<file path="src/m4ci_pkg.sv">
// Shared widths, command types and sequencing functions of the 4x4 inverse unit.
// No dependencies.
`timescale 1ns / 1ps
package m4ci_pkg;

	localparam int FRAC_BITS_DEF = 16;
	localparam int EW = 32;   // element
	localparam int MW = 64;   // 2x2 minor, wraps
	localparam int CW = 97;   // cofactor, signed
	localparam int AW = 132;  // accumulator
	localparam int BW = 34;   // multiplier b operand
	localparam int PW = 66;   // product
	localparam int DW = 129;  // determinant magnitude
	localparam int QW = 32;   // quotient

	typedef enum logic [2:0] {OP_NOP, OP_MAC, OP_ST_MIN, OP_ST_COF, OP_ST_DET} op_t;
	typedef enum logic [1:0] {BS_MAT, BS_MIN, BS_COF} bsel_t;

	typedef struct packed {
		op_t        op;
		logic       clr;
		logic       neg;
		bsel_t      bsel;
		logic [1:0] sh;
		logic [3:0] a_addr;
		logic [3:0] b_addr;
		logic [3:0] idx;
		logic       div_start;
		logic [3:0] out_idx;
	} cmd_t;

	typedef struct packed {
		logic div_done;
	} stat_t;

	function automatic logic [1:0] other_idx(input logic [1:0] x, input logic [1:0] k);
		return (k < x) ? k : k + 2'd1;
	endfunction

	function automatic cmd_t cmd_nop();
		cmd_t m;
		m = '0;
		m.op = OP_NOP;
		m.bsel = BS_MAT;
		return m;
	endfunction

	// cofactor n = {row, col}: three minors, then the three-term expansion
	function automatic cmd_t cof_cmd(input logic [3:0] n, input logic [3:0] step);
		logic [1:0] r0, r1, r2, c0, c1, c2;
		logic s;
		cmd_t m;
		r0 = other_idx(n[3:2], 2'd0);
		r1 = other_idx(n[3:2], 2'd1);
		r2 = other_idx(n[3:2], 2'd2);
		c0 = other_idx(n[1:0], 2'd0);
		c1 = other_idx(n[1:0], 2'd1);
		c2 = other_idx(n[1:0], 2'd2);
		s = n[2] ^ n[0];
		m = cmd_nop();
		m.op = OP_MAC;
		case (step)
			4'd0: begin
				m.clr = 1'b1; m.a_addr = {r1, c1}; m.b_addr = {r2, c2};
			end
			4'd1: begin
				m.neg = 1'b1; m.a_addr = {r1, c2}; m.b_addr = {r2, c1};
			end
			4'd2: begin
				m.op = OP_ST_MIN; m.idx = 4'd0;
			end
			4'd3: begin
				m.clr = 1'b1; m.a_addr = {r1, c0}; m.b_addr = {r2, c2};
			end
			4'd4: begin
				m.neg = 1'b1; m.a_addr = {r1, c2}; m.b_addr = {r2, c0};
			end
			4'd5: begin
				m.op = OP_ST_MIN; m.idx = 4'd1;
			end
			4'd6: begin
				m.clr = 1'b1; m.a_addr = {r1, c0}; m.b_addr = {r2, c1};
			end
			4'd7: begin
				m.neg = 1'b1; m.a_addr = {r1, c1}; m.b_addr = {r2, c0};
			end
			4'd8: begin
				m.op = OP_ST_MIN; m.idx = 4'd2;
			end
			4'd9, 4'd10: begin
				m.clr = (step == 4'd9); m.neg = s; m.a_addr = {r0, c0};
				m.bsel = BS_MIN; m.b_addr = 4'd0; m.sh = {1'b0, step[0] ^ 1'b1};
			end
			4'd11, 4'd12: begin
				m.neg = ~s; m.a_addr = {r0, c1};
				m.bsel = BS_MIN; m.b_addr = 4'd1; m.sh = {1'b0, step[0]};
			end
			4'd13, 4'd14: begin
				m.neg = s; m.a_addr = {r0, c2};
				m.bsel = BS_MIN; m.b_addr = 4'd2; m.sh = {1'b0, step[0] ^ 1'b1};
			end
			default: begin
				m.op = OP_ST_COF; m.idx = n;
			end
		endcase
		return m;
	endfunction

	// determinant term k, limb l of cofactor (0,k)
	function automatic cmd_t det_cmd(input logic [1:0] k, input logic [1:0] l);
		cmd_t m;
		m = cmd_nop();
		m.op = OP_MAC;
		m.clr = (k == 2'd0) && (l == 2'd0);
		m.a_addr = {2'd0, k};
		m.bsel = BS_COF;
		m.b_addr = {2'd0, k};
		m.sh = l;
		return m;
	endfunction

	function automatic cmd_t det_store_cmd();
		cmd_t m;
		m = cmd_nop();
		m.op = OP_ST_DET;
		return m;
	endfunction

	function automatic cmd_t div_cmd(input logic [3:0] o);
		cmd_t m;
		m = cmd_nop();
		m.div_start = 1'b1;
		m.out_idx = o;
		return m;
	endfunction

endpackage

</file>
<file path="src/m4ci_ctrl.sv">
// Sequencer of the 4x4 inverse unit: issues MAC/store ops and division beats.
// Depends on m4ci_pkg.
`timescale 1ns / 1ps
module m4ci_ctrl (
	input  logic            clk,
	input  logic            arst_n,
	input  logic            start,
	input  logic            compute_now,
	output logic            busy,
	output m4ci_pkg::cmd_t  cmd,
	input  m4ci_pkg::stat_t stat
);
	import m4ci_pkg::*;

	typedef enum logic [2:0] {S_IDLE, S_COF, S_DET, S_DST, S_WAIT, S_DIV, S_DWAIT} state_t;

	state_t     state_q;
	logic       busy_q;
	cmd_t       cmd_q;
	logic [3:0] n_q, step_q, o_q;
	logic [1:0] k_q, l_q, wcnt_q;

	always_ff @(posedge clk or negedge arst_n) begin
		if (!arst_n) begin
			state_q <= S_IDLE;
			busy_q  <= 1'b0;
			cmd_q   <= cmd_nop();
			n_q     <= '0;
			step_q  <= '0;
			o_q     <= '0;
			k_q     <= '0;
			l_q     <= '0;
			wcnt_q  <= '0;
		end else begin
			cmd_q <= cmd_nop();
			case (state_q)
				S_IDLE: begin
					if (start && compute_now) begin
						state_q <= S_COF;
						busy_q  <= 1'b1;
						n_q     <= '0;
						step_q  <= '0;
					end
				end
				S_COF: begin
					cmd_q  <= cof_cmd(n_q, step_q);
					step_q <= step_q + 4'd1;
					if (step_q == 4'd15) begin
						n_q <= n_q + 4'd1;
						if (n_q == 4'd15) begin
							state_q <= S_DET;
							k_q     <= '0;
							l_q     <= '0;
						end
					end
				end
				S_DET: begin
					cmd_q <= det_cmd(k_q, l_q);
					if (l_q == 2'd2) begin
						l_q <= '0;
						k_q <= k_q + 2'd1;
						if (k_q == 2'd3) state_q <= S_DST;
					end else begin
						l_q <= l_q + 2'd1;
					end
				end
				S_DST: begin
					cmd_q   <= det_store_cmd();
					state_q <= S_WAIT;
					wcnt_q  <= 2'd3;
				end
				S_WAIT: begin
					if (wcnt_q == 2'd0) begin
						state_q <= S_DIV;
						o_q     <= '0;
					end else begin
						wcnt_q <= wcnt_q - 2'd1;
					end
				end
				S_DIV: begin
					cmd_q   <= div_cmd(o_q);
					state_q <= S_DWAIT;
				end
				S_DWAIT: begin
					if (stat.div_done) begin
						if (o_q == 4'd15) begin
							state_q <= S_IDLE;
							busy_q  <= 1'b0;
						end else begin
							o_q     <= o_q + 4'd1;
							state_q <= S_DIV;
						end
					end
				end
				default: state_q <= S_IDLE;
			endcase
		end
	end

	assign busy = busy_q;
	assign cmd  = cmd_q;

endmodule

</file>
<file path="config.mk">
export PLATFORM = sky130hd
export DESIGN_NAME = m4ci_ctrl
export DESIGN_NICKNAME = d
export VERILOG_FILES = /design/src/m4ci_pkg.sv /design/src/m4ci_ctrl.sv
export SDC_FILE = /design/constraint.sdc
export NUM_CORES = 1
export LEC_CHECK = 0
export BUFFER_PORTS_ARGS = -buffer_cell sky130_fd_sc_hd__buf_2
export CORE_MARGIN = 10
export CORE_UTILIZATION = 50
export CTS_BUF_LIST = sky130_fd_sc_hd__clkbuf_4 sky130_fd_sc_hd__clkbuf_8 sky130_fd_sc_hd__clkbuf_16
export CTS_CLUSTER_DIAMETER = 100
export DETAILED_ROUTE_END_ITERATION = 8
export HOLD_SLACK_MARGIN = 0.06
export PLACE_DENSITY = 0.7
export RECOVER_POWER = 50
export SYNTH_ARGS = -nofsm -noshare
export SYNTH_HDL_FRONTEND = slang
export SYNTH_SLANG_ARGS = --single-unit
</file>
<file path="constraint.sdc">
create_clock -name clk -period 3 [get_ports clk]
set_clock_uncertainty 0.1 [all_clocks]
set_input_delay 0.3 -clock clk [delete_from_list [all_inputs] [get_ports clk]]
set_output_delay 0.3 -clock clk [all_outputs]
set_load 0.005 [all_outputs]
</file>
==> flow_summary.rst <==
.. list-table::
   :header-rows: 1

   * - Metric
     - Value
   * - CTS sink count
     - 48
   * - R2R depth
     - 3
   * - Post-CTS Setup Inserts
     - 0
   * - Vias per std cell
     - about 5.5
   * - Summed instance area of the synthesized netlist
     - 0.00250 mm^2
   * - Root buffer cell
     - clkbuf_8
   * - # hold bufs at CTS
     - 0
   * - Total wire length after detailed routing
     - 5280 um
   * - Diode insertion count for antenna repair
     - 0
   * - Average routed wire per standard cell
     - 15.2 um
   * - Ordered list of cells on the worst path
     - or3b_1 -> or3_4 -> a31o_1
   * - VDD IR max
     - 0.000424 V
   * - Actual slew at the worst max-slew pin
     - 1.04 ns
   * - R2r setup slk
     - 0.79 ns
   * - Mean instance size in the synthesized netlist
     - 9.77 um^2
   * - Syn_nets
     - 271
   * - Final Critical Period
     - ~2.2 ns
   * - Share of cells above drive strength 1
     - 0.132
   * - Multi-input combinational cell area
     - 0.00118 mm^2
   * - Number of standard cells after synthesis
     - 256
   * - Maximum operating frequency
     - ~450 MHz
   * - Outcome
     - completed
   * - Total die area
     - 0.00823 mm^2
   * - DRC violation count after routing
     - 0
   * - Post-synth EDFFs
     - 0
   * - Number of hold-slack violations in the final timing report
     - 0
   * - Final Setup Violations
     - 0
   * - Non-filler cells in the finished layout
     - 347
   * - Initial Utilization
     - 0.522
   * - CP peak stage delay
     - about 0.66 ns
   * - Number of global-route vias before repair
     - 1948
   * - Htree depth
     - 2
   * - Share of async-settable or async-resettable flops after synthesis
     - 1.00
   * - GRT Resource Usage Total
     - 0.131
   * - Prevailing post-synth register cell
     - dfrtp_1
   * - Routability cong.
     - 0.872
   * - Post-route clock period utilization
     - 0.738
   * - Die Ht
     - 90.7 um
   * - Critical path start-end classification
     - flip-flop to flip-flop
   * - Area of the core
     - 0.00479 mm^2
   * - Clock tree from TritonCTS
     - built
   * - Synth unique cells
     - 57
   * - Req. time, crit path
     - 3.09 ns
   * - Reg-to-reg critical path endpoint
     - l_q[0]
   * - Unrepaired setup endpoints after global routing
     - false
   * - Number of fillers in the final layout
     - ~440
   * - Cell row count
     - 25
   * - Most common cell after layout, fill and taps aside
     - dfrtp_1
   * - Data arrival time at the worst-slack endpoint
     - ~2.3 ns
   * - Largest cells by area after synthesis
     - dfrtp_1 (48%), ha_1 (5.0%), nand2_1 (2.9%), a21oi_1 (2.6%), o21ai_1 (2.6%)
   * - Horizontal die dimension
     - 90.7 um
   * - First-pass DRT Iterations
     - 4
   * - Worst slew margin relative to its limit
     - 0.308
   * - Worst min-delay path category
     - input pin to async pin
   * - Total instance count after detailed placement
     - 340
   * - Clock latency reported for the late side of the worst-skew pair
     - about 0.30 ns
   * - Most used cells in the layout excluding fill and tap cells
     - dfrtp_1 (48), nand2_1 (19), buf_2 (19)
   * - CP Capture Type
     - flip-flop
   * - Static Leakage
     - 1.27 nW
   * - Antenna Nets Post-Route
     - 0
   * - Final nets
     - 295
   * - Ports
     - 32
   * - Max-slew violation count
     - 0
   * - Sequential Area
     - ~0.0012 mm^2
   * - GRT Residual Overflow
     - 0
   * - Global-route wire length before repair
     - 9270 um
   * - Fraction of post-synthesis cell area in the top cell type by area
     - 0.480
   * - Type of origin of the critical path
     - flip-flop
   * - Crit path max fanout
     - 17
   * - Number of vias after detailed routing
     - 1924
   * - Power per cell area
     - 969 mW/mm^2
   * - Pin count of the biggest net entering global routing
     - 49
   * - Master of the slowest instance on the critical path
     - or3b_1
   * - Max-cap violations
     - 0
   * - Clock input transition at the sequential cells of the worst setup and hold paths
     - 0.09 ns
   * - Half-perimeter wire length after detailed placement
     - 3740 um
   * - Antenna violations before repair
     - 0
   * - Setup TNS
     - 0 ns
   * - Most area-hungry cell type in the Yosys netlist
     - dfrtp_1
   * - Port buffer count
     - 31
   * - Initial DRC count
     - ~200
   * - Yosys warning count
     - 0
   * - Synth-to-layout area growth
     - 10.6%
   * - Crit Reg-Reg Startpoint
     - state_q[0]
   * - Sequential-to-total area share from yosys stat
     - 0.480
   * - Num CTS Buffers
     - 5
   * - Total of flip-flops plus latches after synthesis
     - 48
   * - Number of gates resized after cts
     - 0
   * - Bufs on Longest Clock Path
     - 2
==> kinds of logic (layout without fill, tap and decap cells) <==
kind of cell,Yosys count,count (layout),synth area share
xor+xnor,4,4,0.0140
flops,48,48,0.480
simple gates,94,94,0.214
buf+inv,31,55,0.0490
fa+ha+maj,10,10,0.0501
mux,6,6,0.0250
compound gates,63,63,0.168
==> power by group <==
group | switching (W) | total [W] | leakage, nW | internal [W]
Sequential | 0.000296 | 0.00112 | 0.639 | 0.000823
Combinational | 0.000648 | 0.00115 | 0.578 | 0.000500
Clock | 0.000207 | 0.000413 | 0.0503 | 0.000206
==> layout make-up <==
type,count,area share
Sequential cell,48,0.434
Multi-Input combinational cell,177,0.425
Timing Repair Buffer,32,0.0534
Clock buffer,7,0.0348
Tap cell,67,0.0303
Inverter,16,0.0217
==> worst max path at each step <==
stage	startpoint	to	slack, ns
floorplan	step_q[0]	cmd[9]	1.0
global placement	state_q[0]	l_q[0]	0.86
detailed placement	state_q[0]	l_q[0]	0.80
CTS	state_q[0]	l_q[0]	0.78
global route	step_q[3]	cmd[5]	0.68
finish	state_q[0]	l_q[0]	0.79
==> Yosys cell counts, drive strengths merged, types with 6 or more instances <==
master,number
buf,6
nor3,7
and2,6
o21ai,17
dfrtp,48
a21oi,13
ha,10
nand2,19
inv,15
nand3,12
o31ai,6
nor2,14
clkbuf,9
==> stage by stage <==
| stage | hold slack [ns] | util | cell area, um^2 | power (W) | worst slack (ns) |
|---|---|---|---|---|---|
| final | 0.0848 | 0.578 | 2770 | 0.00268 | 0.787 |
| after global routing | 0.166 | 0.578 | 2770 | 0.00291 | 0.681 |
| after CTS | 0.121 | 0.581 | 2780 | 0.00269 | 0.781 |
| after detailed placement | 0.365 | 0.561 | 2680 | 0.00227 | 0.797 |
| after global placement | 0.363 | 0.561 | 2680 | 0.00224 | 0.858 |
| after floorplan | -0.0956 | - | 2500 | 0.00195 | 0.995 |
==> sequential cells by signal (all words and copies together) (netlist names) <==
name,flops
cmd,26
n_q,4
o_q,4
step_q,4
state_q,3
k_q,2
l_q,2
wcnt_q,2
busy,1
==> worst max-delay path: cells and delay by family, from the launching register on <==
kind	cells	cell delay (ns)
DFF	1	0.62
and+or+nand+nor	2	1.16
AOI/OAI and AO/OA	1	0.22
==> layer usage <==
layer  vias up  wire length, um  global-route usage
met5         -                0                   0
li1        964                -                   -
met2        42             2400               0.216
met3         2              329              0.0416
met1       916             2530               0.165
met4         0               25              0.0239
No activity file was read; power rests on OpenSTA's default activity.
